--- config.mk ---
export PLATFORM = sky130hd
export DESIGN_NAME = source_word_splitter_core
export DESIGN_NICKNAME = d
export VERILOG_FILES = /design/src/swsp_pkg.sv /design/src/swsp_front.sv /design/src/swsp_queue.sv /design/src/swsp_back.sv /design/src/source_word_splitter_core.sv
export SDC_FILE = /design/constraint.sdc
export NUM_CORES = 1
export LEC_CHECK = 0
export BUFFER_PORTS_ARGS = -buffer_cell sky130_fd_sc_hd__buf_4
export CAP_MARGIN = 20
export CORE_MARGIN = 5
export CORE_UTILIZATION = 40
export CTS_CLUSTER_SIZE = 40
export DETAILED_ROUTE_END_ITERATION = 10
export PLACE_DENSITY_LB_ADDON = 0.15
export RECOVER_POWER = 100
export SLEW_MARGIN = 20
export SYNTH_ARGS = -nofsm -noshare
export SYNTH_HDL_FRONTEND = slang
export SYNTH_HIERARCHICAL = 1
export SYNTH_SLANG_ARGS = --single-unit
--- constraint.sdc ---
create_clock -name aclk -period 19.4 [get_ports aclk]
set_input_delay 0 -clock aclk [delete_from_list [all_inputs] [get_ports aclk]]
set_output_delay 0 -clock aclk [all_outputs]
set_load 0.05 [all_outputs]
--- src/swsp_pkg.sv ---
// Shared types and constants for the source word splitter.
// Depends on nothing; every other file of the block imports it.
package swsp_pkg;

    localparam int OFFSET_BITS = 20;
    localparam int COLUMN_BITS = 16;

    localparam int WORD_BITS  = 3 * OFFSET_BITS + COLUMN_BITS;
    localparam int TDATA_BITS = ((WORD_BITS + 7) / 8) * 8;

    localparam int QUEUE_DEPTH = 2;
    localparam int PTR_BITS    = (QUEUE_DEPTH > 1) ? $clog2(QUEUE_DEPTH) : 1;
    localparam int CNT_BITS    = $clog2(QUEUE_DEPTH + 1);

    typedef logic [OFFSET_BITS-1:0] wide_t;
    typedef logic [COLUMN_BITS-1:0] col_t;

    localparam wide_t WIDE_MAX = '1;
    localparam col_t  COL_MAX  = '1;

    localparam logic [7:0] CHAR_TAB    = 8'h09;
    localparam logic [7:0] CHAR_LF     = 8'h0A;
    localparam logic [7:0] CHAR_CR     = 8'h0D;
    localparam logic [7:0] CHAR_SPACE  = 8'h20;
    localparam logic [7:0] CHAR_DQUOTE = 8'h22;
    localparam logic [7:0] CHAR_SQUOTE = 8'h27;

    // Location and size of one word.
    typedef struct packed {
        wide_t offset;
        wide_t length;
        wide_t line;
        col_t  column;
    } word_t;

    // Everything one input byte causes, in output order: a, b, end marker.
    typedef struct packed {
        logic  eof;
        logic  b_valid;
        word_t b;
        logic  a_valid;
        word_t a;
    } job_t;

    // Queue handshake seen from the writer and from the reader.
    typedef struct packed {
        logic push;
        logic pop;
    } queue_ctrl_t;

    typedef struct packed {
        logic full;
        logic empty;
    } queue_stat_t;

endpackage

--- src/swsp_front.sv ---
// Front end: accepts source bytes, classifies them and tracks word state.
// Depends on swsp_pkg; pushes one job per byte that causes any result.
module swsp_front import swsp_pkg::*; (
    input  logic       aclk,
    input  logic       aresetn,
    input  logic       s_tvalid,
    output logic       s_tready,
    input  logic [7:0] s_tdata,
    input  logic       s_tlast,
    input  logic       queue_full,
    output logic       push,
    output job_t       push_job
);

    logic  prev_naming_reg, prev_naming_next;
    logic  in_literal_reg, in_literal_next;
    word_t pend_reg, pend_next;
    wide_t cur_line_reg, cur_line_next;
    col_t  cur_col_reg, cur_col_next;
    wide_t byte_pos_reg, byte_pos_next;

    logic  accept, naming, blank, boundary, is_lf, lit0, emit_a, grow;
    word_t pend_mid, pend_grown;

    assign s_tready = !queue_full;
    assign accept   = s_tvalid && s_tready;

    always_comb begin
        is_lf  = (s_tdata == CHAR_LF);
        naming = (s_tdata >= "a" && s_tdata <= "z") || (s_tdata >= "A" && s_tdata <= "Z") ||
                 (s_tdata >= "0" && s_tdata <= "9") || (s_tdata == "_");
        blank  = (s_tdata == CHAR_SPACE) || (s_tdata == CHAR_TAB) ||
                 (s_tdata == CHAR_CR) || is_lf;
        boundary = !naming || !prev_naming_reg;
        lit0     = in_literal_reg && !is_lf;
        emit_a   = boundary && (pend_reg.length != '0) && !lit0;

        pend_mid = pend_reg;
        if (emit_a) begin
            pend_mid.length = '0;
        end
        grow       = !blank || lit0;
        pend_grown = pend_mid;
        if (grow) begin
            if (pend_mid.length == '0) begin
                pend_grown.offset = byte_pos_reg;
                pend_grown.line   = cur_line_reg;
                pend_grown.column = cur_col_reg;
            end
            pend_grown.length = (pend_mid.length == WIDE_MAX) ? WIDE_MAX
                                                              : pend_mid.length + 1'b1;
        end

        push_job.a_valid = emit_a;
        push_job.a       = pend_reg;
        push_job.b_valid = s_tlast && (pend_grown.length != '0);
        push_job.b       = pend_grown;
        push_job.eof     = s_tlast;
        push             = accept && (emit_a || s_tlast);

        in_literal_next  = lit0 ^ ((s_tdata == CHAR_SQUOTE) || (s_tdata == CHAR_DQUOTE));
        prev_naming_next = naming;
        pend_next        = pend_grown;
        byte_pos_next    = (byte_pos_reg == WIDE_MAX) ? WIDE_MAX : byte_pos_reg + 1'b1;
        cur_line_next    = cur_line_reg;
        if (is_lf) begin
            cur_line_next = (cur_line_reg == WIDE_MAX) ? WIDE_MAX : cur_line_reg + 1'b1;
            cur_col_next  = col_t'(1);
        end else if (s_tdata == CHAR_CR) begin
            cur_col_next = col_t'(1);
        end else begin
            cur_col_next = (cur_col_reg == COL_MAX) ? COL_MAX : cur_col_reg + 1'b1;
        end
    end

    always_ff @(posedge aclk) begin
        if (!aresetn || (accept && s_tlast)) begin
            prev_naming_reg <= 1'b0;
            in_literal_reg  <= 1'b0;
            pend_reg.offset <= '0;
            pend_reg.length <= '0;
            pend_reg.line   <= wide_t'(1);
            pend_reg.column <= col_t'(1);
            cur_line_reg    <= wide_t'(1);
            cur_col_reg     <= col_t'(1);
            byte_pos_reg    <= '0;
        end else if (accept) begin
            prev_naming_reg <= prev_naming_next;
            in_literal_reg  <= in_literal_next;
            pend_reg        <= pend_next;
            cur_line_reg    <= cur_line_next;
            cur_col_reg     <= cur_col_next;
            byte_pos_reg    <= byte_pos_next;
        end
    end

endmodule

--- src/swsp_queue.sv ---
// Short job queue between the front end and the back end.
// Depends on swsp_pkg for the job type and the depth.
module swsp_queue import swsp_pkg::*; (
    input  logic        aclk,
    input  logic        aresetn,
    input  queue_ctrl_t ctrl,
    input  job_t        push_job,
    output job_t        head_job,
    output queue_stat_t stat
);

    job_t                entries [QUEUE_DEPTH];
    logic [PTR_BITS-1:0] wr_ptr_reg, rd_ptr_reg;
    logic [CNT_BITS-1:0] count_reg;

    assign stat.full  = (count_reg == CNT_BITS'(QUEUE_DEPTH));
    assign stat.empty = (count_reg == '0);
    assign head_job   = entries[rd_ptr_reg];

    function automatic logic [PTR_BITS-1:0] ptr_inc(input logic [PTR_BITS-1:0] p);
        return (p == PTR_BITS'(QUEUE_DEPTH - 1)) ? '0 : p + 1'b1;
    endfunction

    always_ff @(posedge aclk) begin
        if (ctrl.push) begin
            entries[wr_ptr_reg] <= push_job;
        end
    end

    always_ff @(posedge aclk) begin
        if (!aresetn) begin
            wr_ptr_reg <= '0;
            rd_ptr_reg <= '0;
            count_reg  <= '0;
        end else begin
            if (ctrl.push) begin
                wr_ptr_reg <= ptr_inc(wr_ptr_reg);
            end
            if (ctrl.pop) begin
                rd_ptr_reg <= ptr_inc(rd_ptr_reg);
            end
            if (ctrl.push && !ctrl.pop) begin
                count_reg <= count_reg + 1'b1;
            end else if (ctrl.pop && !ctrl.push) begin
                count_reg <= count_reg - 1'b1;
            end
        end
    end

`ifndef ASSERT_OFF
    a_count_bound: assert property (@(posedge aclk) disable iff (!aresetn)
        count_reg <= CNT_BITS'(QUEUE_DEPTH))
        else $error("queue count beyond depth");
    a_no_overflow: assert property (@(posedge aclk) disable iff (!aresetn)
        ctrl.push |-> (!stat.full || ctrl.pop))
        else $error("push into full queue");
    a_no_underflow: assert property (@(posedge aclk) disable iff (!aresetn)
        ctrl.pop |-> !stat.empty)
        else $error("pop from empty queue");
    a_count_up: assert property (@(posedge aclk) disable iff (!aresetn)
        (ctrl.push && !ctrl.pop) |=> (count_reg == $past(count_reg) + 1'b1))
        else $error("queue count did not advance on push");
`endif

endmodule

--- src/swsp_back.sv ---
// Back end: walks the head job's results in order into the output register.
// Depends on swsp_pkg; pops a job once its final result is loaded.
module swsp_back import swsp_pkg::*; (
    input  logic  aclk,
    input  logic  aresetn,
    input  job_t  head_job,
    input  logic  queue_empty,
    output logic  pop,
    output logic  m_tvalid,
    input  logic  m_tready,
    output logic  out_kind,
    output word_t out_word,
    output logic  out_last
);

    logic  valid_reg;
    logic  kind_reg;
    logic  last_reg;
    word_t word_reg;
    logic [2:0] done_reg;

    logic [2:0] present, remain, chosen;
    logic       load, take, final_item;
    word_t      sel_word;

    assign m_tvalid = valid_reg;
    assign out_kind = kind_reg;
    assign out_word = word_reg;
    assign out_last = last_reg;

    always_comb begin
        present    = {head_job.eof, head_job.b_valid, head_job.a_valid};
        remain     = present & ~done_reg;
        chosen     = remain & (~remain + 3'd1);
        final_item = ((remain & ~chosen) == 3'b000);
        load       = !valid_reg || m_tready;
        take       = load && !queue_empty;
        pop        = take && final_item;
        if (chosen[0]) begin
            sel_word = head_job.a;
        end else if (chosen[1]) begin
            sel_word = head_job.b;
        end else begin
            sel_word = '0;
        end
    end

    always_ff @(posedge aclk) begin
        if (!aresetn) begin
            valid_reg <= 1'b0;
            done_reg  <= 3'b000;
        end else if (take) begin
            valid_reg <= 1'b1;
            done_reg  <= final_item ? 3'b000 : (done_reg | chosen);
        end else if (m_tready) begin
            valid_reg <= 1'b0;
        end
    end

    always_ff @(posedge aclk) begin
        if (take) begin
            word_reg <= sel_word;
            kind_reg <= chosen[2];
            last_reg <= final_item;
        end
    end

endmodule

--- src/source_word_splitter_core.sv ---
// Top level of the source word splitter: front end, job queue, back end.
// Depends on swsp_pkg, swsp_front, swsp_queue and swsp_back.
//
//   channel  | dir | tdata                                  | tuser     | tlast
//   ---------+-----+----------------------------------------+-----------+-----------
//   s_ bytes | in  | char_byte[7:0]                         | -         | last_byte
//   m_ words | out | offset, length, line, column (low up)  | item_kind | run_last
//
// A byte is taken every cycle while the two-entry job queue has room; a byte
// that closes no word only updates the front-end state. Results leave at one
// word per cycle from the back end's output register while m_tready is high,
// and a byte that causes several results (up to three) sends them in order.
// Reset is synchronous on aresetn low and needs no clearing pass.
// A stall on m_tready fills the queue and then drops s_tready; the two sides
// otherwise run independently.
module source_word_splitter_core import swsp_pkg::*; (
    input  logic                  aclk,
    input  logic                  aresetn,
    // Input bytes.
    input  logic                  s_tvalid,
    output logic                  s_tready,
    input  logic [7:0]            s_tdata,   // char_byte[7:0]
    input  logic                  s_tlast,   // last_byte
    // Result words.
    output logic                  m_tvalid,
    input  logic                  m_tready,
    output logic [TDATA_BITS-1:0] m_tdata,   // word_offset, word_length, word_line,
                                             // word_column, then zero fill
    output logic                  m_tuser,   // item_kind
    output logic                  m_tlast    // run_last
);

    job_t        push_job, head_job;
    queue_ctrl_t q_ctrl;
    queue_stat_t q_stat;
    word_t       out_word;

    // The front end classifies each byte and pushes a job only when the
    // byte closes a word or ends the buffer.
    swsp_front u_front (
        .aclk       (aclk),
        .aresetn    (aresetn),
        .s_tvalid   (s_tvalid),
        .s_tready   (s_tready),
        .s_tdata    (s_tdata),
        .s_tlast    (s_tlast),
        .queue_full (q_stat.full),
        .push       (q_ctrl.push),
        .push_job   (push_job)
    );

    swsp_queue u_queue (
        .aclk     (aclk),
        .aresetn  (aresetn),
        .ctrl     (q_ctrl),
        .push_job (push_job),
        .head_job (head_job),
        .stat     (q_stat)
    );

    // The back end emits the head job's results one per cycle while m_tready allows
    // and marks the final one of each job with tlast.
    swsp_back u_back (
        .aclk        (aclk),
        .aresetn     (aresetn),
        .head_job    (head_job),
        .queue_empty (q_stat.empty),
        .pop         (q_ctrl.pop),
        .m_tvalid    (m_tvalid),
        .m_tready    (m_tready),
        .out_kind    (m_tuser),
        .out_word    (out_word),
        .out_last    (m_tlast)
    );

    // Offset sits in the lowest bits, column highest, then zero fill.
    assign m_tdata = TDATA_BITS'({out_word.column, out_word.line,
                                  out_word.length, out_word.offset});

endmodule

==> results.toml, run 1 <==
[outcome]
status = "finished with violations"
violations = "capacitance limit, slew limit"

[worst_setup_path]
critPathMaxFanout = 40
timing_worst_setup_path_type = "input port to flop"
worstSetupEndpointType = "flop"
worstSetupStartpoint = "s_tdata[7]"
worst-endpoint-arrival_ns = 8.81
crit_path_start_kind = "input port"
worst_reg2reg_startpoint = "u_front/prev_naming_reg$_SDFFE_PP0P_"
required_time_of_the_worst_setup_path_ns = 19.56

[floorplan]
num_io_pins = 97
die_area_sq_mm = 0.0593
core_ar_sq_mm = 0.0539
placementRows = 85
die_w_um = 244
start_util = 0.405
fp.dieH_um = 244

[yosys]
ys_async_sr_fraction = 0
synth_top_flop_cell = "sky130_fd_sc_hd__edfxtp_1"
synth-edff-count = 388
ys.warnings.count = 6
ys_top_cells_by_area = "sky130_fd_sc_hd__edfxtp_1 (53%), sky130_fd_sc_hd__dfxtp_1 (13%), sky130_fd_sc_hd__mux2_2 (10%)"
most_used_standard_cell_by_instance_count_after_synthesis = "sky130_fd_sc_hd__edfxtp_1"
synth_largest_area_cell = "sky130_fd_sc_hd__edfxtp_1"
synth.cell_area_sq_mm = 0.0218
register_area_share_after_synthesis = 0.665
mean_instance_size_in_the_synthesized_netlist_sq_um = 13.5
postSynthRegisterBits = 531
netlist_instances = 1618
synth_top_cells_by_count = "sky130_fd_sc_hd__edfxtp_1 (388), sky130_fd_sc_hd__mux2_2 (203), sky130_fd_sc_hd__nand2_1 (180)"
netlist.area_leader.share = 0.534
ys_types = 70

[timing]
slew_headroom = -1.72
timing.final.crit_period_ns = 8.64
timing.final.hold_violations = 0
clock-skew-final_ns = 0.0341
setup_viol_count_final = 0
final.setup.tns_ns = 0
worstMarginPinSlew_ns = 4.09
fraction_of_the_cycle_the_final_worst_path_needs = 0.445
worst_slack_ns = 10.76
grt_setup_unrepaired = "false"
report.final.slew_viol_count = 770
maximum_operating_frequency_mhz = 116

[clock_tree]
clock_latency_ns = 0.62
htree_levels = 2
cts_made_buffers = 55
tritoncts_num_sinks = 531
post_cts_hold_buffer_count = 9
cts_tree = "yes"
cts_resized = 0
ctsLongestPathBuffers = 3
cts_setup_buffers = 0
cts.root.buffer_cell = "sky130_fd_sc_hd__clkbuf_16"
clk_pin_slew_ns = 0.06

[placement]
gp_congestion = 0.808
placed_cell_area_sq_mm = 0.0230
detailedPlacementHpwl_mm = 27.5
pre_cts_slack_ns = 14.45
port_buffers = 92

[global_route]
gr-total-overflow = 0
grt_first_pass_wirelength_mm = 75.8
antenna_found_initial = 0
grt_max_degree = 74
grt_pass1_vias = 13300
grt.total_usage = 0.159

[finish]
registers.top_by_ff_count = "u_queue/entries"
layout_cell_area_excl_fill_sq_mm = 0.0245
fill_cells = 4895
largest_register_ffs = 310
insertedDiodeCount = 0
area_added_between_synthesis_and_finish_pct = 12.3
layout-drive-gt1-share = 0.168
final_nets = 1718

[detailed_routing]
routed_wirelength_mm = 48.5
routed_length_per_instance_um = 19.8
dr.first_iter.drc_count = 813
detailroute.via_count = 13100
viasPerCell = 5.37
drt_pass1_iterations = 5
route.detailed.drc = 0
ant_nets = 0

[worst_hold_path]
hp-start = "s_tdata[2]"
min_path_type = "input port to flop"

[flow_run]
drv.max_cap_violation_count = 18

[pwr]
power.density_cell_area_mw_per_mm2 = 136
cellLeakagePower_nw = 8.07
post-layout-total-power_mw = 3.33
irDropWorstVdd_mv = 0.103
[where the power goes]
part / switching (mW) / internal [mW]
Clock: 0.437 / 0.581
Sequential: 0.0585 / 1.42
Combinational: 0.609 / 0.225
[critical path, stage by stage]
cell and delay [ns]:
sky130_fd_sc_hd__dlygate4sd3_1 0.53, sky130_fd_sc_hd__clkbuf_1 0.16, sky130_fd_sc_hd__or4b_1 0.65, sky130_fd_sc_hd__o21ai_0 0.28
sky130_fd_sc_hd__o211a_1 0.29, sky130_fd_sc_hd__nand2_1 0.25, sky130_fd_sc_hd__inv_1 0.61, sky130_fd_sc_hd__nor2_1 0.08
sky130_fd_sc_hd__nor2_1 0.21, sky130_fd_sc_hd__nor2b_1 2.15, sky130_fd_sc_hd__clkbuf_1 1.60, sky130_fd_sc_hd__clkbuf_1 1.94
[cells by family (layout without fill, tap and decap cells)]
logic type,count (synthesis),in the layout,share of synthesized area
compound gates,316,316,0.0950
xor+xnor,34,34,0.0137
fa+ha+maj,4,4,0.00229
buf+inv,119,246,0.0289
flops,531,531,0.665
mux,206,206,0.106
other cells,1,4,0.000172
simple gates,407,407,0.0884
[area by class of cell]
class / count / area [sq um] / area share
Sequential cell: 531 / 14500 / 0.593
Tap cell: 696 / 871 / 0.0356
Timing Repair Buffer: 122 / 586 / 0.0239
Clock inverter: 27 / 248 / 0.0101
Clock buffer: 77 / 1500 / 0.0612
Inverter: 20 / 76.3 / 0.00312
Multi-Input combinational cell: 971 / 6690 / 0.273
[per-stage QoR]
step,hold slack [ns],util,std cells
5_1_grt,0.0602,0.454,2444
3_3_place_gp,0.270,0.427,2330
6_report,0.0518,0.454,2444
4_1_cts,0.00862,0.461,2443
2_1_floorplan,0.118,-,1621
3_5_place_dp,0.269,0.427,2330
[path summary, 6_finish.rpt]
check                           cells after the start  slack, ns                                  end
worst max-delay path                               12      10.76     u_queue/entries[0][60]$_DFFE_PP_
worst min-delay path                                5       0.05  u_front/in_literal_reg$_SDFFE_PP0P_
worst max register to register                     10      11.21     u_queue/entries[0][60]$_DFFE_PP_
worst min register to register                      2       0.45      u_back/done_reg[2]$_SDFFE_PN0P_
[per-layer routing]
layer | GRT usage | part of all wire | wire length (um) | vias up
li1 | - | - | - | 6246
met5 | 0 | 0 | 0 | -
met1 | 0.213 | 0.45 | 22000 | 6559
met2 | 0.270 | 0.48 | 23500 | 254
met4 | 0.0428 | 0.021 | 1000 | 0
met3 | 0.0269 | 0.041 | 1980 | 64
[cells in the final DEF, fill, tap and decap left out, types with 10 or more instances in the layout]
cell,count
sky130_fd_sc_hd__o21ai_0,47
sky130_fd_sc_hd__clkbuf_1,112
sky130_fd_sc_hd__dfxtp_1,143
sky130_fd_sc_hd__nand3_1,36
sky130_fd_sc_hd__nand4_1,16
sky130_fd_sc_hd__xor2_1,23
sky130_fd_sc_hd__a21oi_1,121
sky130_fd_sc_hd__xnor2_1,11
sky130_fd_sc_hd__edfxtp_1,388
sky130_fd_sc_hd__nor3_1,22
sky130_fd_sc_hd__mux2_2,179
sky130_fd_sc_hd__clkbuf_16,55
sky130_fd_sc_hd__a22o_1,76
sky130_fd_sc_hd__a211oi_1,11
sky130_fd_sc_hd__mux2_1,24
sky130_fd_sc_hd__nand2b_1,10
sky130_fd_sc_hd__nor2_1,69
sky130_fd_sc_hd__a31oi_1,12
sky130_fd_sc_hd__buf_4,19
sky130_fd_sc_hd__nand2_1,180
sky130_fd_sc_hd__inv_1,19
(Power assumes the default switching activity.)
==> inputs of run 2 (changes only) <==
==> constraint.sdc (replaced) <==
create_clock -name aclk -period 7.45 [get_ports aclk]
set_input_delay 0 -clock aclk [delete_from_list [all_inputs] [get_ports aclk]]
set_output_delay 0 -clock aclk [all_outputs]
set_load 0.05 [all_outputs]
==> results.toml, run 2 (synthesized netlist as in run 1, its figures left out) <==
[outcome]
status = "finished with violations"
violations = "capacitance limit, slew limit"

[timing]
fraction_of_the_cycle_the_final_worst_path_needs = 0.746
timing.final.hold_violations = 0
maximum_operating_frequency_mhz = 180
hold-worst-slack_ns = 0.0800
timing.final.crit_period_ns = 5.56
grt_setup_unrepaired = "false"
slew_headroom = -1.43
report.final.slew_viol_count = 512
setup_viol_count_final = 0
clock-skew-final_ns = 0.0136
worstMarginPinSlew_ns = 3.64
final.setup.tns_ns = 0

[clock_tree]
clock_latency_ns = 0.59
cts.root.buffer_cell = "sky130_fd_sc_hd__clkbuf_16"
ctsLongestPathBuffers = 3
tritoncts_num_sinks = 531
htree_levels = 2
clk_pin_slew_ns = 0.06
cts_resized = 0
cts_made_buffers = 56
cts_tree = "yes"

[finish]
final_nets = 1713
largest_register_ffs = 310
registers.top_by_ff_count = "u_queue/entries"
most_used_cells_in_the_layout_excluding_fill_and_tap_cells = "sky130_fd_sc_hd__edfxtp_1 (388), sky130_fd_sc_hd__mux2_2 (190), sky130_fd_sc_hd__nand2_1 (180), sky130_fd_sc_hd__dfxtp_1 (143), sky130_fd_sc_hd__a21oi_1 (121)"
fill_cells = 4858
area_added_between_synthesis_and_finish_pct = 13.1
final_common_cell = "sky130_fd_sc_hd__edfxtp_1"
insertedDiodeCount = 0
layout-drive-gt1-share = 0.185

[detailed_routing]
routed_wirelength_mm = 48.2
detailroute.via_count = 13200
routed_length_per_instance_um = 19.8
dr.first_iter.drc_count = 800
route.detailed.drc = 0
ant_nets = 0
viasPerCell = 5.41
drt_pass1_iterations = 5

[floorplan]
fp.dieH_um = 244
core_ar_sq_mm = 0.0539
num_io_pins = 97
die_w_um = 244
start_util = 0.405
placementRows = 85
die_area_sq_mm = 0.0593

[worst_setup_path]
worstSetupEndpointType = "flop"
worst-endpoint-arrival_ns = 5.87
crit_path_start_kind = "flop"
critPathMaxFanout = 76
worst_r2r_path_depth = 5
timing_worst_setup_path_type = "flop to flop"
required_time_of_the_worst_setup_path_ns = 7.76

[placement]
detailedPlacementHpwl_mm = 26.4
port_buffers = 92
gp_congestion = 0.814

[global_route]
antenna_found_initial = 0
grt_max_degree = 157
grt.total_usage = 0.159
grt_first_pass_wirelength_mm = 75.8
gr-total-overflow = 0
grt_pass1_vias = 13200

[pwr]
cellLeakagePower_nw = 8.16
power.density_cell_area_mw_per_mm2 = 359
irDropWorstVdd_mv = 0.216

[flow_run]
drv.max_cap_violation_count = 9

[worst_hold_path]
worstHoldPathCells = 5
min_path_type = "input port to flop"
-- run 2: critical path, stage by stage (launching register included) --
cell                       delay, ns
sky130_fd_sc_hd__dfxtp_1        1.34
sky130_fd_sc_hd__mux2_1         0.36
sky130_fd_sc_hd__nor2b_1        1.67
sky130_fd_sc_hd__nor2_4        -0.01
sky130_fd_sc_hd__clkbuf_2       1.24
sky130_fd_sc_hd__a22o_1         0.64
-- run 2: what timing repair did --
action                    in CTS  in global routing
buffers inserted               0                  0
hold buffers                   9                  0
hold endpoints to repair      18                  0
-- run 2: area by class of cell --
cell class / instances / area (sq um) / area share
clock inverter: 34 / 384 / 0.0156
clock buffer: 71 / 1500 / 0.0607
multi-input combinational: 971 / 6730 / 0.273
inverter: 20 / 76.3 / 0.00310
timing repair buffer: 116 / 592 / 0.0240
sequential: 531 / 14500 / 0.589
tap: 696 / 871 / 0.0353
-- run 2: stage by stage --
stage	std cells	power, mW	util	worst slack (ns)	cell area, sq um
3_5_place_dp	2325	6.26	0.427	2.99	23000
6_report	2439	8.85	0.457	1.89	24700
2_1_floorplan	1621	5.58	-	1.10	21800
3_3_place_gp	2325	6.25	0.427	3.13	23000
4_1_cts	2439	9.14	0.464	3.12	25000
5_1_grt	2439	9.26	0.457	1.49	24700
-- run 2: layer usage --
metal	global-route usage	routed length [um]	vias to the layer above
met5	0	0	-
met4	0.0503	1210	0
met3	0.0244	2070	72
met2	0.263	22900	264
met1	0.218	22000	6612
li1	-	-	6238
-- run 2: power breakdown --
part	switching, mW	internal, mW
sequential	0.143	3.70
combinational	1.60	0.583
clock	1.13	1.70
-- run 2: path summary, 6_finish.rpt --
check                                   from                             endpoint  slack [ns]
max                                     flop        u_back/out_word[58]$_DFFE_PP_        1.89
min                                 s_tvalid  u_front/cur_col_reg[1]$_SDFFE_PP0P_        0.08
max reg2reg                             flop        u_back/out_word[58]$_DFFE_PP_        1.89
min reg2reg  u_back/done_reg[2]$_SDFFE_PN0P_      u_back/done_reg[2]$_SDFFE_PN0P_        0.45
